===== config.mk =====
export PLATFORM = sky130hd
export DESIGN_NAME = two_wire_handshake_byte_transfer
export DESIGN_NICKNAME = d
export VERILOG_FILES = /design/src/sv/hsbt_pkg.sv /design/src/sv/hsbt_front.sv /design/src/sv/hsbt_queue.sv /design/src/sv/hsbt_back.sv /design/src/sv/two_wire_handshake_byte_transfer.sv
export SDC_FILE = /design/constraint.sdc
export NUM_CORES = 1
export LEC_CHECK = 0
export BUFFER_PORTS_ARGS = -buffer_cell sky130_fd_sc_hd__buf_2
export CAP_MARGIN = 15
export CORE_MARGIN = 5
export CORE_UTILIZATION = 49
export CTS_BUF_LIST = sky130_fd_sc_hd__clkbuf_4
export CTS_CLUSTER_DIAMETER = 80
export DETAILED_ROUTE_END_ITERATION = 8
export GPL_TIMING_DRIVEN = 1
export HOLD_SLACK_MARGIN = 0.15
export PLACE_DENSITY = 0.77
export SLEW_MARGIN = 0
export SYNTH_ARGS = -nofsm -noshare
export SYNTH_HDL_FRONTEND = slang
export SYNTH_HIERARCHICAL = 1
export SYNTH_SLANG_ARGS = --single-unit

===== constraint.sdc =====
create_clock -name clk -period 4.8 [get_ports clk]
set_clock_uncertainty 0.15 [all_clocks]
set_input_delay 0.24 -clock clk [delete_from_list [all_inputs] [get_ports clk]]
set_output_delay 0.24 -clock clk [all_outputs]
set_load 0.02 [all_outputs]

===== src/sv/hsbt_pkg.sv =====
// types and constants shared by the byte transfer block
`timescale 1ns / 1ps
`default_nettype none
package hsbt_pkg;

  localparam logic [1:0] OP_SEND = 2'd1;
  localparam logic [1:0] OP_RECV = 2'd2;

  localparam logic [2:0] BITS_LAST = 3'd7;

  typedef enum logic [1:0] {
    KIND_TICK = 2'd0,
    KIND_SEND = 2'd1,
    KIND_RECV = 2'd2
  } kind_t;

  typedef struct packed {
    kind_t      kind;
    logic [7:0] tx_byte;
    logic       clock_seen;
    logic       data_seen;
  } item_t;

  typedef enum logic [6:0] {
    PH_IDLE         = 7'b0000001,
    PH_TX_CLK_ON    = 7'b0000010,
    PH_TX_CLK_OFF   = 7'b0000100,
    PH_TX_DATA_ON   = 7'b0001000,
    PH_RX_DATA_OFF  = 7'b0010000,
    PH_RX_CLK_CHG   = 7'b0100000,
    PH_RX_DATA_ON   = 7'b1000000
  } phase_t;

endpackage
`default_nettype wire


===== src/sv/hsbt_front.sv =====
// front end: classifies incoming items and pushes them into the queue
`timescale 1ns / 1ps
`default_nettype none
module hsbt_front (
  input  wire logic          in_valid,
  output logic               in_ready,
  input  wire logic [1:0]    in_op,
  input  wire logic [7:0]    in_tx_byte,
  input  wire logic          in_clock_seen,
  input  wire logic          in_data_seen,
  input  wire logic          q_full,
  output logic               q_push,
  output hsbt_pkg::item_t    q_item
);

  always_comb begin
    case (in_op)
      hsbt_pkg::OP_SEND: q_item.kind = hsbt_pkg::KIND_SEND;
      hsbt_pkg::OP_RECV: q_item.kind = hsbt_pkg::KIND_RECV;
      default:           q_item.kind = hsbt_pkg::KIND_TICK;
    endcase
    q_item.tx_byte    = in_tx_byte;
    q_item.clock_seen = in_clock_seen;
    q_item.data_seen  = in_data_seen;
  end

  assign in_ready = ~q_full;
  assign q_push   = in_valid & ~q_full;

endmodule
`default_nettype wire


===== src/sv/hsbt_queue.sv =====
// two-entry item queue between front and back
`timescale 1ns / 1ps
`default_nettype none
module hsbt_queue (
  input  wire logic            clk,
  input  wire logic            rst_n,
  input  wire logic            push,
  input  wire hsbt_pkg::item_t push_item,
  output logic                 full,
  input  wire logic            pop,
  output logic                 q_valid,
  output hsbt_pkg::item_t      q_item
);

  hsbt_pkg::item_t ent_r [2];
  logic            wr_ptr_r;
  logic            wr_ptr_nxt;
  logic            rd_ptr_r;
  logic            rd_ptr_nxt;
  logic [1:0]      count_r;
  logic [1:0]      count_nxt;

  assign full    = (count_r == 2'd2);
  assign q_valid = (count_r != 2'd0);
  assign q_item  = ent_r[rd_ptr_r];

  always_comb begin
    wr_ptr_nxt = push ? ~wr_ptr_r : wr_ptr_r;
    rd_ptr_nxt = pop ? ~rd_ptr_r : rd_ptr_r;
    count_nxt  = count_r + {1'b0, push} - {1'b0, pop};
  end

  always_ff @(posedge clk) begin
    if (!rst_n) begin
      wr_ptr_r <= 1'b0;
      rd_ptr_r <= 1'b0;
      count_r  <= 2'd0;
    end else begin
      wr_ptr_r <= wr_ptr_nxt;
      rd_ptr_r <= rd_ptr_nxt;
      count_r  <= count_nxt;
    end
  end

  always_ff @(posedge clk) begin
    if (push) begin
      ent_r[wr_ptr_r] <= push_item;
    end
  end

endmodule
`default_nettype wire


===== src/sv/hsbt_back.sv =====
// back end: line handshake state machine and result register
`timescale 1ns / 1ps
`default_nettype none
module hsbt_back (
  input  wire logic            clk,
  input  wire logic            rst_n,
  input  wire logic            q_valid,
  input  wire hsbt_pkg::item_t q_item,
  output logic                 pop,
  output logic                 out_valid,
  input  wire logic            out_ready,
  output logic                 out_clock_drive,
  output logic                 out_data_drive,
  output logic                 out_busy_res,
  output logic                 out_done_res,
  output logic [7:0]           out_rx_byte,
  output logic                 out_rejected
);

  hsbt_pkg::phase_t phase_r;
  hsbt_pkg::phase_t phase_nxt;
  logic [2:0]       bits_r;
  logic [2:0]       bits_nxt;
  logic [7:0]       shift_r;
  logic [7:0]       shift_nxt;
  logic             sampled_r;
  logic             sampled_nxt;
  logic             receiving_r;
  logic             receiving_nxt;
  logic             clock_out_r;
  logic             clock_out_nxt;
  logic             data_out_r;
  logic             data_out_nxt;
  logic             done;
  logic             rej;

  logic             out_valid_r;
  logic             out_valid_nxt;
  logic             res_clock_r;
  logic             res_data_r;
  logic             res_busy_r;
  logic             res_done_r;
  logic [7:0]       res_rx_r;
  logic             res_rej_r;

  logic             clk_s;
  logic             dat_s;

  assign pop   = q_valid & (~out_valid_r | out_ready);
  assign clk_s = q_item.clock_seen;
  assign dat_s = q_item.data_seen;

  always_comb begin
    phase_nxt     = phase_r;
    bits_nxt      = bits_r;
    shift_nxt     = shift_r;
    sampled_nxt   = sampled_r;
    receiving_nxt = receiving_r;
    clock_out_nxt = clock_out_r;
    data_out_nxt  = data_out_r;
    done          = 1'b0;
    rej           = 1'b0;
    if (q_item.kind != hsbt_pkg::KIND_TICK) begin
      if (phase_r != hsbt_pkg::PH_IDLE) begin
        rej = 1'b1;
      end else if (q_item.kind == hsbt_pkg::KIND_SEND) begin
        receiving_nxt = 1'b0;
        shift_nxt     = q_item.tx_byte;
        bits_nxt      = hsbt_pkg::BITS_LAST;
        data_out_nxt  = q_item.tx_byte[7];
        clock_out_nxt = 1'b0;
        phase_nxt     = hsbt_pkg::PH_TX_CLK_ON;
      end else begin
        receiving_nxt = 1'b1;
        shift_nxt     = 8'd0;
        bits_nxt      = hsbt_pkg::BITS_LAST;
        clock_out_nxt = 1'b0;
        phase_nxt     = hsbt_pkg::PH_RX_DATA_OFF;
      end
    end else begin
      case (phase_r)
        hsbt_pkg::PH_IDLE: begin
        end
        hsbt_pkg::PH_TX_CLK_ON: begin
          if (clk_s) begin
            data_out_nxt = ~shift_r[7];
            phase_nxt    = hsbt_pkg::PH_TX_CLK_OFF;
          end
        end
        hsbt_pkg::PH_TX_CLK_OFF: begin
          if (!clk_s) begin
            data_out_nxt  = 1'b0;
            clock_out_nxt = 1'b1;
            phase_nxt     = hsbt_pkg::PH_TX_DATA_ON;
          end
        end
        hsbt_pkg::PH_TX_DATA_ON: begin
          if (dat_s) begin
            if (bits_r == 3'd0) begin
              phase_nxt = hsbt_pkg::PH_IDLE;
              done      = 1'b1;
            end else begin
              bits_nxt      = bits_r - 3'd1;
              shift_nxt     = {shift_r[6:0], 1'b0};
              data_out_nxt  = shift_r[6];
              clock_out_nxt = 1'b0;
              phase_nxt     = hsbt_pkg::PH_TX_CLK_ON;
            end
          end
        end
        hsbt_pkg::PH_RX_DATA_OFF: begin
          if (!dat_s) begin
            sampled_nxt  = clk_s;
            shift_nxt    = {clk_s, shift_r[7:1]};
            data_out_nxt = 1'b1;
            phase_nxt    = hsbt_pkg::PH_RX_CLK_CHG;
          end
        end
        hsbt_pkg::PH_RX_CLK_CHG: begin
          if (clk_s != sampled_r) begin
            clock_out_nxt = 1'b1;
            data_out_nxt  = 1'b0;
            phase_nxt     = hsbt_pkg::PH_RX_DATA_ON;
          end
        end
        hsbt_pkg::PH_RX_DATA_ON: begin
          if (dat_s) begin
            if (bits_r == 3'd0) begin
              phase_nxt = hsbt_pkg::PH_IDLE;
              done      = 1'b1;
            end else begin
              bits_nxt      = bits_r - 3'd1;
              clock_out_nxt = 1'b0;
              phase_nxt     = hsbt_pkg::PH_RX_DATA_OFF;
            end
          end
        end
        default: begin
          phase_nxt = hsbt_pkg::PH_IDLE;
        end
      endcase
    end
  end

  always_comb begin
    if (pop) begin
      out_valid_nxt = 1'b1;
    end else if (out_ready) begin
      out_valid_nxt = 1'b0;
    end else begin
      out_valid_nxt = out_valid_r;
    end
  end

  always_ff @(posedge clk) begin
    if (!rst_n) begin
      phase_r     <= hsbt_pkg::PH_IDLE;
      bits_r      <= 3'd0;
      shift_r     <= 8'd0;
      sampled_r   <= 1'b0;
      receiving_r <= 1'b0;
      clock_out_r <= 1'b1;
      data_out_r  <= 1'b0;
      out_valid_r <= 1'b0;
    end else begin
      out_valid_r <= out_valid_nxt;
      if (pop) begin
        phase_r     <= phase_nxt;
        bits_r      <= bits_nxt;
        shift_r     <= shift_nxt;
        sampled_r   <= sampled_nxt;
        receiving_r <= receiving_nxt;
        clock_out_r <= clock_out_nxt;
        data_out_r  <= data_out_nxt;
      end
    end
  end

  // result payload
  always_ff @(posedge clk) begin
    if (pop) begin
      res_clock_r <= clock_out_nxt;
      res_data_r  <= data_out_nxt;
      res_busy_r  <= (phase_nxt != hsbt_pkg::PH_IDLE);
      res_done_r  <= done;
      res_rx_r    <= (done & receiving_nxt) ? shift_nxt : 8'd0;
      res_rej_r   <= rej;
    end
  end

  assign out_valid       = out_valid_r;
  assign out_clock_drive = res_clock_r;
  assign out_data_drive  = res_data_r;
  assign out_busy_res    = res_busy_r;
  assign out_done_res    = res_done_r;
  assign out_rx_byte     = res_rx_r;
  assign out_rejected    = res_rej_r;

endmodule
`default_nettype wire


===== src/sv/two_wire_handshake_byte_transfer.sv =====
// top level of the two-line handshaked byte transfer host
// Each accepted item (a send or receive command, or a tick with sampled
// CLOCK and DATA levels) gives exactly one result: the host drive levels,
// busy, done, the received byte and a reject flag. The block takes one item
// every clock while the queue has room: the front end classifies it into a
// two-entry queue and the back end state machine retires one queued item per
// clock into an output register while the output side is ready; a result
// passes through a queue entry and the output register. A stalled output
// backs up the queue, and in_ready drops only once both entries are held.
`timescale 1ns / 1ps
`default_nettype none
module two_wire_handshake_byte_transfer (
  input  wire logic       clk,
  input  wire logic       rst_n,
  input  wire logic       in_valid,
  output logic            in_ready,
  input  wire logic [1:0] in_op,
  input  wire logic [7:0] in_tx_byte,
  input  wire logic       in_clock_seen,
  input  wire logic       in_data_seen,
  output logic            out_valid,
  input  wire logic       out_ready,
  output logic            out_clock_drive,
  output logic            out_data_drive,
  output logic            out_busy_res,
  output logic            out_done_res,
  output logic [7:0]      out_rx_byte,
  output logic            out_rejected
);

  hsbt_pkg::item_t push_item;
  hsbt_pkg::item_t q_item;
  logic            push;
  logic            full;
  logic            pop;
  logic            q_valid;

  hsbt_front u_front (
    .in_valid      (in_valid),
    .in_ready      (in_ready),
    .in_op         (in_op),
    .in_tx_byte    (in_tx_byte),
    .in_clock_seen (in_clock_seen),
    .in_data_seen  (in_data_seen),
    .q_full        (full),
    .q_push        (push),
    .q_item        (push_item)
  );

  hsbt_queue u_queue (
    .clk       (clk),
    .rst_n     (rst_n),
    .push      (push),
    .push_item (push_item),
    .full      (full),
    .pop       (pop),
    .q_valid   (q_valid),
    .q_item    (q_item)
  );

  hsbt_back u_back (
    .clk             (clk),
    .rst_n           (rst_n),
    .q_valid         (q_valid),
    .q_item          (q_item),
    .pop             (pop),
    .out_valid       (out_valid),
    .out_ready       (out_ready),
    .out_clock_drive (out_clock_drive),
    .out_data_drive  (out_data_drive),
    .out_busy_res    (out_busy_res),
    .out_done_res    (out_done_res),
    .out_rx_byte     (out_rx_byte),
    .out_rejected    (out_rejected)
  );

endmodule
`default_nettype wire


==> results of run 1 <==
==> final timing paths <==
check	to	startpoint	slack [ns]
max	u_back/out_rx_byte[5]	flip-flop	1.56
min	u_queue/wr_ptr_r	in_valid	0.20
max reg2reg	u_back/out_rx_byte[5]	flip-flop	1.56
min reg2reg	u_back/bits_r[1]	u_back/bits_r[1]	0.37
==> where the power goes <==
part           internal (uW)  total (uW)  switching, uW
registers                745         862            117
logic                    308         825            517
clock network            110         323            213
==> cell families after synthesis <==
family,count (synthesis),synth area share [%]
multiplexers,13,5.324
AND/OR/NAND/NOR,104,17.83
AO/OA/AOI/OAI,90,17.91
XOR/XNOR,6,1.933
flip-flops,65,48.72
adder cells (fa/ha/maj),4,1.459
buffers and inverters,45,6.819
==> worst max-delay path, stage by stage (launching register included) <==
cell      delay, ns
dfxtp_1        0.76
mux2_1         0.46
nor2_1         0.53
a31oi_1        0.37
a222oi_1       0.55
a21oi_1        0.16
==> sequential cells by signal, indices dropped and copies added, names as in the netlist, named ones only <==
register / cells
u_back/shift_r: 8
u_back/sampled_r: 1
u_back/receiving_r: 1
u_back/out_clock_drive: 1
u_back/out_done_res: 1
u_queue/count_r: 2
u_queue/wr_ptr_r: 1
u_back/out_data_drive: 1
u_back/out_busy_res: 1
u_queue/ent_r: 24
u_back/data_out_r: 1
u_back/bits_r: 3
u_back/phase_r: 7
u_queue/rd_ptr_r: 1
u_back/out_valid: 1
u_back/out_rejected: 1
u_back/out_rx_byte: 8
u_back/clock_out_r: 1
==> cells in the final DEF (no fill, tap or decap), types with 8 or more instances in the layout <==
cell,Yosys,final
clkbuf_4,0,9
nor2b_1,9,9
dlygate4sd3_1,0,15
nand2_1,26,26
a21oi_1,27,27
edfxtp_1,37,37
nor2_1,17,17
o21ai_0,14,14
dfxtp_1,28,28
buf_2,7,30
nand3_1,8,8
inv_1,15,15
mux2_4,10,10
==> cell type report <==
class / instances / area share, %
flip-flops and latches: 65 / 44.03
multi-input cells: 217 / 40.18
repair buffers: 45 / 7.910
well taps: 96 / 3.164
clock buffers: 9 / 1.780
inverters: 15 / 1.483
clock inverters: 7 / 1.450
==> per-layer routing <==
metal | routed length (um) | vias to the layer above | GRT usage, %
met1 | 3055 | 1243 | 22.29
met4 | 149 | 0 | 9.266
met5 | 0 | - | 0
met3 | 612 | 14 | 4.728
met2 | 3566 | 146 | 27.87
li1 | - | 1267 | -
==> stage by stage <==
step           utilization, %  setup slack [ns]  hold slack, ns
4_1_cts                 55.87             1.617          0.1597
2_1_floorplan               -             2.426          0.2075
3_3_place_gp            51.86             1.691          0.2785
6_report                55.87             1.556          0.1990
3_5_place_dp            51.86             1.622          0.2811
5_1_grt                 55.87             1.395          0.2210
==> results.toml, run 1 <==
[run_status]
status = "completed"

[synthesis]
ys_seq_elements = 65
avgSynthCellArea_um2 = 10.49
seq_area_frac_synth_pct = 48.72
netlist_top_cells_area = "edfxtp_1, dfxtp_1, mux2_4"
synth_top_area_share_pct = 32.39
syn_nets = 347
ys_warn_count = 6
synth_edf_count = 37
ys_top_cells_by_count = "edfxtp_1, dfxtp_1, a21oi_1, nand2_1, nor2_1"
synth_area_um2 = 3431
synth_cells = 327
synth_largest_area_cell = "edfxtp_1"
synthFlopType = "edfxtp_1"
synth_most_common_cell = "edfxtp_1"
ys_types = 58
async_flop_share_pct = 0

[placed_design]
place_inst = 423
gp_congestion = 0.9755
dp_hpwl_mm = 4.905
place_area_um2 = 3523
io_buffers = 30

[cts]
ctsHoldBuffers = 15
clockRootBuffer = "clkbuf_4"
clk_path_buf_depth = 2
cts_sinks = 65
cts_tree = "done"
cts.repair.resized = 0
clk_latency_ns = 0.40
cts-buffers-inserted = 9
clk_pin_slew_ns = 0.12
postCtsSetupBuffers = 0
htree_num_levels = 3

[setup_path]
worstRegToRegCells = 5
crit_arrival_ns = 3.23
worstSetupEndpointType = "flip-flop"
critical_path.max_fanout = 12
critPathRequiredTime_ns = 4.79
startpoint_type = "flip-flop"
critical_path_class = "flip-flop to flip-flop"

[drt]
detail_route.wl_per_cell_um = 16.26
via_per_inst = 5.881
drt-initial-drc-count = 344
drt_pass1_iterations = 7
routed_wl_mm = 7.384
drtAntennaViolNets = 0
num_vias = 2670
drc = 0

[power_and_ir_drop]
ir_worst_vdd_mv = 0.3085
p_per_area_nw_per_um2 = 529.5
leakage_uw = 0.001358
power_uw = 2010

[flow_run]
maxCapViolations = 0

[die]
initial_core_util_pct = 50.50
die_area_um2 = 8775
row_count = 30
core_um2 = 6794
die_x_um = 93.68
design.portCount = 31
die_h_um = 93.68

[timing]
worst_pin_slew_ns = 1.040
fmax_mhz = 308.2
fin_crit_sh_pct = 67.59
hold_viol = 0
setup_viol = 0
drv_slew = 0
grt_setup_unrepaired = "false"
tns_ns = 0
fin_crit_ns = 3.244
maxSlewHeadroom_pct = 30.31

[final_layout]
fin_area_um2 = 3796
multiInputGateArea_um2 = 1525
seq_area_um2 = 1672
fin_nets = 373
fin_cells = 454
antenna_cells = 0
fill_cells = 576
synthToLayoutAreaGrowth_pct = 10.65
layout-drive-gt1-share_pct = 19.55

[grt]
grt_max_degree = 27
grt_pass1_wl_mm = 12.14
grt-ovfl-total = 0
first_global_vias = 2576
antenna_found_initial = 0
grt.total_usage_pct = 17.71

[worst_hold_path]
hold_path_depth = 4
hold_path_class = "input port to flip-flop"
No activity file was read; power rests on OpenSTA's default activity.
==> inputs of run 2 (changes only) <==
ABC_AREA = 1   (was default)
PLACE_DENSITY = 0.76   (was 0.77)
clock period = 3.1 ns   (was 4.8 ns; I/O delays follow)
==> run 2 against run 1 <==
  * Clock-buffer cell count stayed put
  * Clock power grew 80%
  * Global-route usage grew 1.1 points
  * Sequential share of layout area decreased by 4.6 points
  * Critical path type unchanged
  * Critical endpoint is now u_back/out_rx_byte[0]
  * Largest power group is now combinational logic
==> results.toml, run 2 <==
[synthesis]
async_flop_share_pct = 0
ys_warn_count = 6
synth_top_area_share_pct = 29.27
syn_nets = 486
synth_most_common_cell = "nand2_1"
synth_area_um2 = 3796
synthFlopType = "edfxtp_1"
seq_area_frac_synth_pct = 44.03
synth_cells = 466
ys_types = 38
ys_seq_elements = 65
avgSynthCellArea_um2 = 8.146
netlist_top_cells_area = "edfxtp_1, dfxtp_1, nand2_1"
ys_top_cells_by_count = "nand2_1, inv_1, nor2_1, edfxtp_1, nand3_1"
synth_largest_area_cell = "edfxtp_1"
synth_edf_count = 37

[power_and_ir_drop]
ir_worst_vdd_mv = 0.4685
leakage_uw = 0.001895
p_per_area_nw_per_um2 = 1021

[timing]
tns_ns = 0
fmax_mhz = 391.3
fin_crit_sh_pct = 82.44
grt_setup_unrepaired = "false"
drv_slew = 0
setup_viol = 0
worst_pin_slew_ns = 1.051
holdWs_ns = 0.3193
maxSlewHeadroom_pct = 29.70
fin_crit_ns = 2.556
hold_viol = 0

[cts]
htree_num_levels = 3
cts.repair.resized = 0
cts-buffers-inserted = 9
cts_sinks = 65
clockRootBuffer = "clkbuf_4"
clk_path_buf_depth = 2
clk_latency_ns = 0.40
postCtsSetupBuffers = 0
cts_tree = "done"
clk_pin_slew_ns = 0.12

[drt]
drtAntennaViolNets = 0
drt_pass1_iterations = 5
detail_route.wl_per_cell_um = 14.08
routed_wl_mm = 8.632
drt-initial-drc-count = 318
via_per_inst = 5.330
drc = 0
num_vias = 3267

[setup_path]
crit_top_cell = "inv_1"
startpoint_type = "flip-flop"
crit_arrival_ns = 2.66
cp_slowest_stage_delay_ns = 0.43
critical_path_class = "flip-flop to flip-flop"
crit_path_cell_trace = "buf_4 -> mux2_4 -> inv_1 -> nand2_2 -> inv_1 -> nand2_1 -> nor3_4 -> nand2_4 -> a31oi_1"
worstSetupEndpointType = "flip-flop"
crit_slowest_cell = "dfxtp_1"
critical_path.max_fanout = 11
critPathRequiredTime_ns = 3.20

[die]
row_count = 32
initial_core_util_pct = 49.64
die_area_um2 = 9608
design.portCount = 31
die_h_um = 98.02
die_x_um = 98.02
core_um2 = 7647

[placed_design]
io_buffers = 30
dp_hpwl_mm = 5.721
gp_congestion = 0.8692

[worst_hold_path]
hold_start = "in_tx_byte[1]"
hold_path_class = "input port to flip-flop"

[final_layout]
layout-drive-gt1-share_pct = 18.98
synthToLayoutAreaGrowth_pct = 11.67
largest_reg_flops = 24
top_register = "u_queue/ent_r"
fill_cells = 675
final_common_cell = "nand2_1"
fin_nets = 526
antenna_cells = 0
final_cell_mix = "nand2_1, inv_1, nor2_1"

[grt]
grt.total_usage_pct = 18.85
grt_max_degree = 31
first_global_vias = 3160
grt_pass1_wl_mm = 14.75
grt-ovfl-total = 0
antenna_found_initial = 0

[flow_run]
maxCapViolations = 0

[run_status]
status = "completed"
-- run 2: stage by stage --
stage / utilization, % / instances / area [um2] / total power [uW] / worst slack [ns]
2_1_floorplan: - / 466 / 3796 / 3224 / 1.062
3_3_place_gp: 51.42 / 580 / 3933 / 3620 / 0.6433
3_5_place_dp: 51.42 / 580 / 3933 / 3686 / 0.5789
4_1_cts: 55.43 / 613 / 4239 / 4288 / 0.5557
5_1_grt: 55.43 / 613 / 4239 / 4687 / 0.4172
6_report: 55.43 / 613 / 4239 / 4329 / 0.5445
-- run 2: worst paths after layout --
path / end / depth (start not counted) / slack [ns]
min: u_queue/ent_r[1][3] / 2 / 0.32
min reg2reg: u_back/out_valid / 2 / 0.35
max reg2reg: u_back/out_rx_byte[0] / 9 / 0.54
max: u_back/out_rx_byte[0] / 9 / 0.54
-- run 2: kinds of logic (layout without fill, tap and decap cells) --
kind of cell	after synthesis	count (layout)	synth area share [%]
AND/OR/NAND/NOR	223	223	27.52
flip-flops	65	65	44.03
adder cells (fa/ha/maj)	4	4	1.318
multiplexers	12	12	4.548
buffers and inverters	86	131	11.04
AO/OA/AOI/OAI	76	76	11.54
-- run 2: layout make-up --
class                           instances  area [um2]  area share [%]
Multi-Input combinational cell        315        1705           40.23
Sequential cell                        65        1672           39.43
Timing Repair Buffer                   51       350.3           8.264
Inverter                               64       247.7           5.844
Tap cell                              102       127.6           3.011
Clock inverter                          7       68.82           1.623
Clock buffer                            9       67.56           1.594
-- run 2: timing repair --
| item | CTS | global route |
|---|---|---|
| endpoints found under the setup margin | 0 | 0 |
| hold buffers | 17 | 0 |
| endpoints found under the hold margin | 34 | 0 |
-- run 2: power breakdown --
| group | total (uW) | internal [uW] | leakage, uW | switching, uW |
|---|---|---|---|---|
| Combinational | 2320 | 755 | 0.00124 | 1570 |
| Sequential | 1430 | 1230 | 0.000583 | 196 |
| Clock | 581 | 245 | 0.0000737 | 337 |
-- run 2: critical path: cells and delay by family, from the launching register on --
family,cells,cell delay [ns]
and+or+nand+nor,4,0.72
buffers and inverters,3,0.64
DFF,1,0.43
muxes,1,0.31
AOI/OAI and AO/OA,1,0.16
-- run 2: metal layers --
layer	vias up	part of all wire, %	GRT usage, %
met5	-	0	0
met4	0	1.2	5.112
met3	15	6.4	4.929
met2	116	48	31.26
met1	1521	45	24.47
li1	1615	-	-
==> inputs of run 3 (changes only) <==
PLACE_DENSITY = 0.79   (was 0.76)
clock period = 2.3 ns   (was 3.1 ns; I/O delays follow)
==> run 3 against run 2 <==
  * Non-clock buffer count is 4 higher
  * Setup slack worse by 0.35 ns
  * Clock power is 47% higher
  * Cell count is 0.65% higher
  * Via count is 0.80% lower
  * Sequential power is 35% higher
  * Sequential share of layout area is 0.37 points lower
  * Largest power group unchanged
==> results.toml, run 3 (synthesis gave the netlist of run 2 again) <==
[run_status]
status = "completed"

[placed_design]
place_area_um2 = 3970
io_buffers = 30
gp_congestion = 0.9015
dp_slack_ns = 0.1486
dp_hpwl_mm = 5.890

[timing]
grt_setup_unrepaired = "false"
fin_ws_ns = 0.1909
fmax_mhz = 474.1
maxSlewHeadroom_pct = 56.97
hold_viol = 0
fin_crit_sh_pct = 91.70
tns_ns = 0
setup_viol = 0
drv_slew = 0
fin_crit_ns = 2.109
worst_pin_slew_ns = 0.6415

[final_layout]
final_common_cell = "nand2_1"
synthToLayoutAreaGrowth_pct = 12.82
antenna_cells = 0
top_register = "u_queue/ent_r"
fin_nets = 530
final_cell_mix = "nand2_1, inv_1, nor2_1"
layout-drive-gt1-share_pct = 20.19
fin_area_um2 = 4283
largest_reg_flops = 24
postLayoutCoreUtil_pct = 56.00

[grt]
first_global_vias = 3060
grt-ovfl-total = 0
grt_pass1_wl_mm = 14.21
antenna_found_initial = 0
grt.total_usage_pct = 18.15
grt_max_degree = 31

[cts]
clockRootBuffer = "clkbuf_4"
postCtsSetupBuffers = 0
cts_sinks = 65
cts_tree = "done"
htree_num_levels = 3
clk_path_buf_depth = 2
clk_pin_slew_ns = 0.13
clk_latency_ns = 0.44
cts-buffers-inserted = 9

[power_and_ir_drop]
p_switching_uw = 2884
power_frac_clock_pct = 14.3
power_uw = 5950
p_int_uw = 3066
p_per_area_nw_per_um2 = 1389
combPwrFrac_pct = 53.3
ir_worst_vdd_mv = 0.6400
leakage_uw = 0.001923
pwr-share-seq_pct = 32.4
switching_share_pct = 48.47

[drt]
num_vias = 3241
detail_route.wl_per_cell_um = 14.01
drc = 0
drt-initial-drc-count = 345
drt_pass1_iterations = 5
via_per_inst = 5.253
routed_wl_mm = 8.647
drtAntennaViolNets = 0

[worst_hold_path]
hold_path_depth = 2
hold_path_class = "input port to flip-flop"

[setup_path]
critical_path.max_fanout = 10
worstRegToRegCells = 8
critPathRequiredTime_ns = 2.42
critical_path_class = "flip-flop to flip-flop"
crit_top_cell = "inv_1"
crit_slowest_cell = "dfxtp_2"
startpoint_type = "flip-flop"
cp_slowest_stage_delay_ns = 0.41
worstSetupEndpointType = "flip-flop"
crit_path_cell_trace = "mux2_2 -> inv_1 -> nand2_2 -> inv_1 -> nand2_1 -> nor3_4 -> nand2_4 -> a31oi_1"
crit_arrival_ns = 2.23

[die]
initial_core_util_pct = 49.64
row_count = 32
die_h_um = 98.02
die_x_um = 98.02
design.portCount = 31
die_area_um2 = 9608
core_um2 = 7647

[flow_run]
maxCapViolations = 0
-- run 3: final timing paths --
check,startpoint,to,slack [ns]
worst max-delay path,flip-flop,u_back/out_rx_byte[0],0.19
worst min register to register,u_back/sampled_r,u_back/sampled_r,0.33
worst min-delay path,in_tx_byte[0],u_queue/ent_r[0][2],0.25
worst max register to register,flip-flop,u_back/out_rx_byte[0],0.19
-- run 3: area by class of cell --
cell class              count  area [um2]
inverters                  64       247.7
multi-input cells         315        1705
repair buffers             55       377.9
flip-flops and latches     65        1673
clock buffers               9       67.56
fillers                   682        3364
well taps                 102       127.6
clock inverters             7       83.83
-- run 3: per-layer routing --
metal	track usage [%]	part of all wire (%)	vias up
met3	3.357	6.3	21
met2	29.79	48	118
li1	-	-	1619
met5	0	0	-
met4	8.094	2.4	0
met1	23.35	43	1483
-- run 3: timing repair --
item / CTS / global route
hold buffers: 16 / 0
gates resized for setup: 0 / 1
endpoints found under the hold margin: 34 / 0
setup endpoints to repair: 0 / 4
-- run 3: power by group through the flow --
| stage | Combinational [uW] | Clock (uW) | Sequential (uW) |
|---|---|---|---|
| global route | 3510 | 918 | 1960 |
| detailed placement | 3100 | 0 | 1940 |
| CTS | 3140 | 862 | 1920 |
| finish | 3170 | 852 | 1930 |
| floorplan | 2330 | 0 | 2020 |
| global placement | 3010 | 0 | 1930 |
-- run 3: worst max-delay path, delay by kind of cell, from the launching register on --
kind | cells | cell delay, ns
compound gates | 1 | 0.17
simple gates | 4 | 0.62
mux | 1 | 0.38
buf+inv | 2 | 0.21
flops | 1 | 0.41
-- run 3: metrics by stage --
step	hold slack, ns	std cells
floorplan	0.05845	466
CTS	0.2321	617
global placement	0.1521	585
global route	0.2534	617
finish	0.2547	617
detailed placement	0.1581	585
